## src/design/ptc_pkg.sv

```systemverilog
package ptc_pkg;

    localparam int ROOT_DEPTH = 16384;
    localparam int ROOT_AW    = 14;

    // quarter wave of the truncated 127*sin table
    localparam logic [6:0] QSINE [65] = '{
        7'd0,   7'd3,   7'd6,   7'd9,   7'd12,  7'd15,  7'd18,  7'd21,  7'd24,  7'd27,
        7'd30,  7'd33,  7'd36,  7'd39,  7'd42,  7'd45,  7'd48,  7'd51,  7'd54,  7'd57,
        7'd59,  7'd62,  7'd65,  7'd67,  7'd70,  7'd73,  7'd75,  7'd78,  7'd80,  7'd82,
        7'd85,  7'd87,  7'd89,  7'd91,  7'd94,  7'd96,  7'd98,  7'd100, 7'd102, 7'd103,
        7'd105, 7'd107, 7'd108, 7'd110, 7'd112, 7'd113, 7'd114, 7'd116, 7'd117, 7'd118,
        7'd119, 7'd120, 7'd121, 7'd122, 7'd123, 7'd123, 7'd124, 7'd125, 7'd125, 7'd126,
        7'd126, 7'd126, 7'd126, 7'd126, 7'd127
    };

    // attribute byte per colour scheme and colour slot
    localparam logic [7:0] SCHEME_ATTR [8][3] = '{
        '{8'h00, 8'h01, 8'h09},
        '{8'h00, 8'h02, 8'h0A},
        '{8'h00, 8'h03, 8'h0B},
        '{8'h00, 8'h04, 8'h0C},
        '{8'h00, 8'h05, 8'h0D},
        '{8'h00, 8'h06, 8'h0E},
        '{8'h00, 8'h07, 8'h0F},
        '{8'h00, 8'h08, 8'h06}
    };

    localparam logic [7:0] LEVEL_GLYPH [8] = '{
        8'h20, 8'h20, 8'h3A, 8'h3A, 8'h6F, 8'h4F, 8'h4F, 8'h51
    };
    localparam logic [1:0] LEVEL_SLOT [8] = '{
        2'd0, 2'd0, 2'd1, 2'd2, 2'd1, 2'd1, 2'd2, 2'd2
    };

    localparam logic [7:0] LOW_ATTR_KEEP = 8'h08;
    localparam logic [7:0] LOW_ATTR_SET  = 8'h01;
    localparam logic [6:0] MOVE_OFF_A    = 7'd60;
    localparam logic [6:0] MOVE_OFF_B    = 7'd64;
    localparam logic [7:0] QUARTER_TURN  = 8'd64;
    localparam logic [9:0] RECIP_THIRD   = 10'd171;

    typedef struct packed {
        logic               we;
        logic [ROOT_AW-1:0] addr;
        logic [7:0]         data;
        logic               done;
    } t_fill;

    function automatic logic [7:0] sine_at(input logic [7:0] a);
        logic [6:0] i;
        logic [6:0] m;
        logic [7:0] s;
        i = a[6:0];
        if (i <= 7'd64) begin
            m = QSINE[i];
        end else begin
            m = QSINE[7'(8'd128 - {1'b0, i})];
        end
        s = {1'b0, m};
        return a[7] ? 8'(-s) : s;
    endfunction

    // half sine, truncated toward zero, plus offset, wrapped to 16 bits
    function automatic logic [15:0] move_coord(input logic [7:0] a, input logic [6:0] off);
        logic [7:0] s;
        logic [8:0] e;
        logic [8:0] h;
        s = sine_at(a);
        e = {s[7], s} + {8'b0, s[7]};
        h = {e[8], e[8:1]};
        return {{7{h[8]}}, h} + {9'b0, off};
    endfunction

endpackage

```

## src/design/ptc_root_fill.sv

```systemverilog
module ptc_root_fill
    import ptc_pkg::*;
(
    input  logic  i_clk,
    input  logic  i_rst_n,
    output t_fill o_fill
);

    logic [ROOT_AW:0] r_idx;
    logic [7:0]       r_root;
    logic [7:0]       n_root;
    logic [15:0]      w_n;
    logic [8:0]       w_r1;
    logic [8:0]       w_r2;
    logic             w_c1;
    logic             w_c2;
    logic             w_done;

    assign w_done = r_idx[ROOT_AW];
    assign w_n    = {r_idx[ROOT_AW-1:0], 2'b00};
    assign w_r1   = {1'b0, r_root} + 9'd1;
    assign w_r2   = {1'b0, r_root} + 9'd2;
    assign w_c1   = (18'(w_r1) * 18'(w_r1)) <= 18'(w_n);
    assign w_c2   = (18'(w_r2) * 18'(w_r2)) <= 18'(w_n);

    // the root climbs by two only from the first to the second entry
    always_comb begin
        n_root = r_root;
        if (w_c1 && w_c2) begin
            n_root = w_r2[7:0];
        end else if (w_c1) begin
            n_root = w_r1[7:0];
        end
    end

    always_ff @(posedge i_clk) begin
        if (!i_rst_n) begin
            r_idx  <= '0;
            r_root <= '0;
        end else if (!w_done) begin
            r_idx  <= r_idx + 1'b1;
            r_root <= n_root;
        end
    end

    assign o_fill.we   = !w_done;
    assign o_fill.addr = r_idx[ROOT_AW-1:0];
    assign o_fill.data = n_root;
    assign o_fill.done = w_done;

endmodule

```

## config.mk

```make
export PLATFORM = sky130hd
export DESIGN_NAME = ptc_root_fill
export DESIGN_NICKNAME = d
export VERILOG_FILES = /design/src/design/ptc_pkg.sv /design/src/design/ptc_root_fill.sv
export SDC_FILE = /design/constraint.sdc
export NUM_CORES = 1
export LEC_CHECK = 0
export ABC_AREA = 1
export BUFFER_PORTS_ARGS = -buffer_cell sky130_fd_sc_hd__clkbuf_2
export CELL_PAD_IN_SITES_DETAIL_PLACEMENT = 2
export CELL_PAD_IN_SITES_GLOBAL_PLACEMENT = 2
export CORE_MARGIN = 3
export CORE_UTILIZATION = 25
export DETAILED_ROUTE_END_ITERATION = 6
export PLACE_DENSITY_LB_ADDON = 0.1
export SYNTH_ARGS = -nofsm -noshare
export SYNTH_HDL_FRONTEND = slang
export SYNTH_SLANG_ARGS = --single-unit
```

## constraint.sdc

```tcl
create_clock -name i_clk -period 18.9 [get_ports i_clk]
set_input_delay 0.945 -clock i_clk [delete_from_list [all_inputs] [get_ports i_clk]]
set_output_delay 0.945 -clock i_clk [all_outputs]
set_load 0.02 [all_outputs]
```

==> metrics.md <==
| Metric | Value |
|---|---|
| TritonCTS clock tree | `done` |
| Finished Core Util | `roughly 28%` |
| Port buffer count | `25` |
| Fin Setup TNS | `0 ns` |
| Async set-reset flop share out of synthesis | `0%` |
| CP max stage delay | `between 0.8 and 0.9 ns` |
| Critical path required time | `between 15 and 20 ns` |
| CTS Sinks | `23` |
| Share of layout cells above drive strength 1 | `~5.5%` |
| Leading area contributor after synthesis | `fa_1` |
| YS warnings | `0` |
| WL/cell | `15.8 um` |
| Die ar. | `approximately 27,000 sq um` |
| Max Clock Skew | `between 0.007 and 0.008 ns` |
| Worst hold path class | `reg -> reg` |
| Reg2Reg Setup Slack | `between 10 and 15 ns` |
| Ys flop type | `dfxtp_1` |
| Htree depth | `1` |
| Chip Height | `164 um` |
| Final wirelength | `19.7 mm` |
| GR Util All Layers | `15.4%` |
| Pwr Total | `about 0.16 mW` |
| Peak supply drop | `about 0.000031 V` |
| Crit Path Max Fanout | `16` |
| Initial core utilization | `25.6%` |
| Core region area | `about 24,000 sq um` |
| Top cell type's share of synthesized area | `approximately 22%` |
| Hold Crit Start | `r_idx[7]` |
| DRT Pass-1 Iters | `4` |
| Most area-consuming cells after synthesis | `fa_1 22%, ha_1 21%, inv_1 13%, nand2_1 11%, dfxtp_1 7.4%` |
| Initial antenna violation count | `0` |
| Final worst-path cycle share | `roughly 49%` |
| Resized Gates After CTS | `0` |
| Synth Area per Inst | `7.03 sq um` |
| Crit-path slowest cell | `dfxtp_1` |
| Status | `finished clean` |
| EDFF count, synth | `0` |
| Critical path type | `reg -> out` |
| Postcts setup bufs | `0` |
| Hpwl dp | `roughly 18 mm` |
| RSZ-0062 raised after global routing | `no` |
| Worst reg2reg path startpoint | `r_root[0]` |
| Largest net degree at the start of global routing | `17` |
| Count leader, synth | `inv_1` |
| Layout area overhead | `9.77%` |
| Worst path most repeated cell | `nand2_1` |
| ANT nets after route | `0` |
| Fin. Hold Viols | `0` |
| Hold-fix buffers, CTS | `0` |
| CTS root buffer | `clkbuf_16` |
| Critical Path Start | `r_root[0]` |
| Die width | `approximately 160 um` |
| GRT Residual Overflow | `0` |
| Max Cap Viol | `0` |
| First-pass GRT wire length | `approximately 32 mm` |
| Cell Pwr Density | `22.7 nW/um^2` |
| Tmin final | `9.33 ns` |
| Setup ws final | `roughly 9.6 ns` |
| Syn Inst Count | `889` |
| FP Rows | `57` |
| Top post-synthesis cells by count | `218 x inv_1, 184 x nand2_1, 103 x ha_1` |
| Layout net count | `approximately 1,100` |
| Final Wtd Congestion | `about 0.78` |
| #FFs+latches synth | `23` |
| Static Leak | `between 3 and 4 nW` |
| CTS Buffer Depth | `2` |
| Via Count | `5,411` |
| Seq/Total Area, Yosys | `7.36%` |
| Hold_ws | `approximately 0.53 ns` |
| Final setup viols | `0` |
| Ports | `26` |
| Antenna cells | `0` |
| Synth unique cells | `39` |
| DRT iter0 DRCs | `217` |
| TritonCTS Buffers | `3` |
| Worst slew pin tran | `0.804 ns` |
| Vias in the first global route | `5,957` |
| Max Fclk | `0.107 GHz` |
| Clock Latency Late Sink | `around 0.27 ns` |
| Worst setup SP type | `flip-flop` |
| Via/cell ratio | `approximately 4.4` |
| Dpl ws | `slightly below 10 ns` |
| Slew HR | `a little under half` |
| Mapped Area | `about 6300 sq um` |
| DRC Markers | `0` |
| Slew Limit Fails | `0` |
| CP arrival | `8.38 ns` |
| Clock slew at reported path FFs | `0.08 ns` |
| Critical Path Sink Type | `output port` |
final cells by class:
| class | count | area [sq um] |
|---|---|---|
| clock buffer | 3 | 75.1 |
| clock inverter | 1 | 5.00 |
| fill | 2974 | 17600 |
| inverter | 225 | 850 |
| multi-input combinational | 642 | 4940 |
| sequential | 23 | 460 |
| tap | 324 | 405 |
| timing repair buffer | 25 | 125 |
flip-flops by register name, summed over array words and instances (netlist names):
signal,flops
r_root,8
r_idx,15
worst max-delay path: cells and delay by family, from the launching register on:
kind                     cells  cell delay [ns]
buffers and inverters        7             0.86
XOR/XNOR                     2             0.79
flip-flops                   1             0.85
AO/OA/AOI/OAI                2             0.46
adder cells (fa/ha/maj)      7             2.93
AND/OR/NAND/NOR             15             2.21
placed cells by master, fill, tap and decap left out, types with 8 or more instances in the layout:
| cell | count |
|---|---|
| ha_1 | 103 |
| nand2_1 | 184 |
| xnor2_1 | 16 |
| o21ai_0 | 17 |
| nor3_1 | 11 |
| clkbuf_2 | 25 |
| nor2_1 | 78 |
| a31oi_1 | 8 |
| dfxtp_1 | 23 |
| fa_1 | 69 |
| xor2_1 | 22 |
| conb_1 | 10 |
| nand3_1 | 43 |
| a21oi_1 | 46 |
| inv_1 | 218 |
per-layer routing:
layer,routed length (um),vias up,track usage (%)
met2,8900,36,25.7
met4,70,0,1.46
met5,0,-,0
met1,10400,2603,22.4
li1,-,2768,-
met3,264,4,1.41
stage by stage:
stage,std cells,instance area [sq um]
floorplan,897,6280
global placement,1239,6780
detailed placement,1239,6780
CTS,1243,6860
global route,1243,6860
finish,1243,6860
worst paths after layout:
path,to,cells after the start
max,o_fill[1],33
min,r_idx[8],2
max reg2reg,r_root[7],35
min reg2reg,r_idx[8],2
cell families (layout without fill, tap and decap cells):
logic type,after synthesis,after routing,share of synthesized area (%)
xor gates and xnor gates,38,38,5.32
buffers and inverters,232,254,14.1
and+or+nand+nor,339,339,22.8
adders and majority gates,172,172,42.7
other,2,10,0.120
AOI/OAI and AO/OA,83,83,7.60
DFF,23,23,7.36
power by group:
part	total [mW]	switching [mW]	leakage (nW)	internal [mW]
logic	0.0506	0.0337	3.62	0.0169
registers	0.0525	0.00304	0.186	0.0495
clock network	0.0525	0.0238	0.0409	0.0287
total	0.156	0.0606	3.85	0.0951
(Power assumes the default switching activity.)
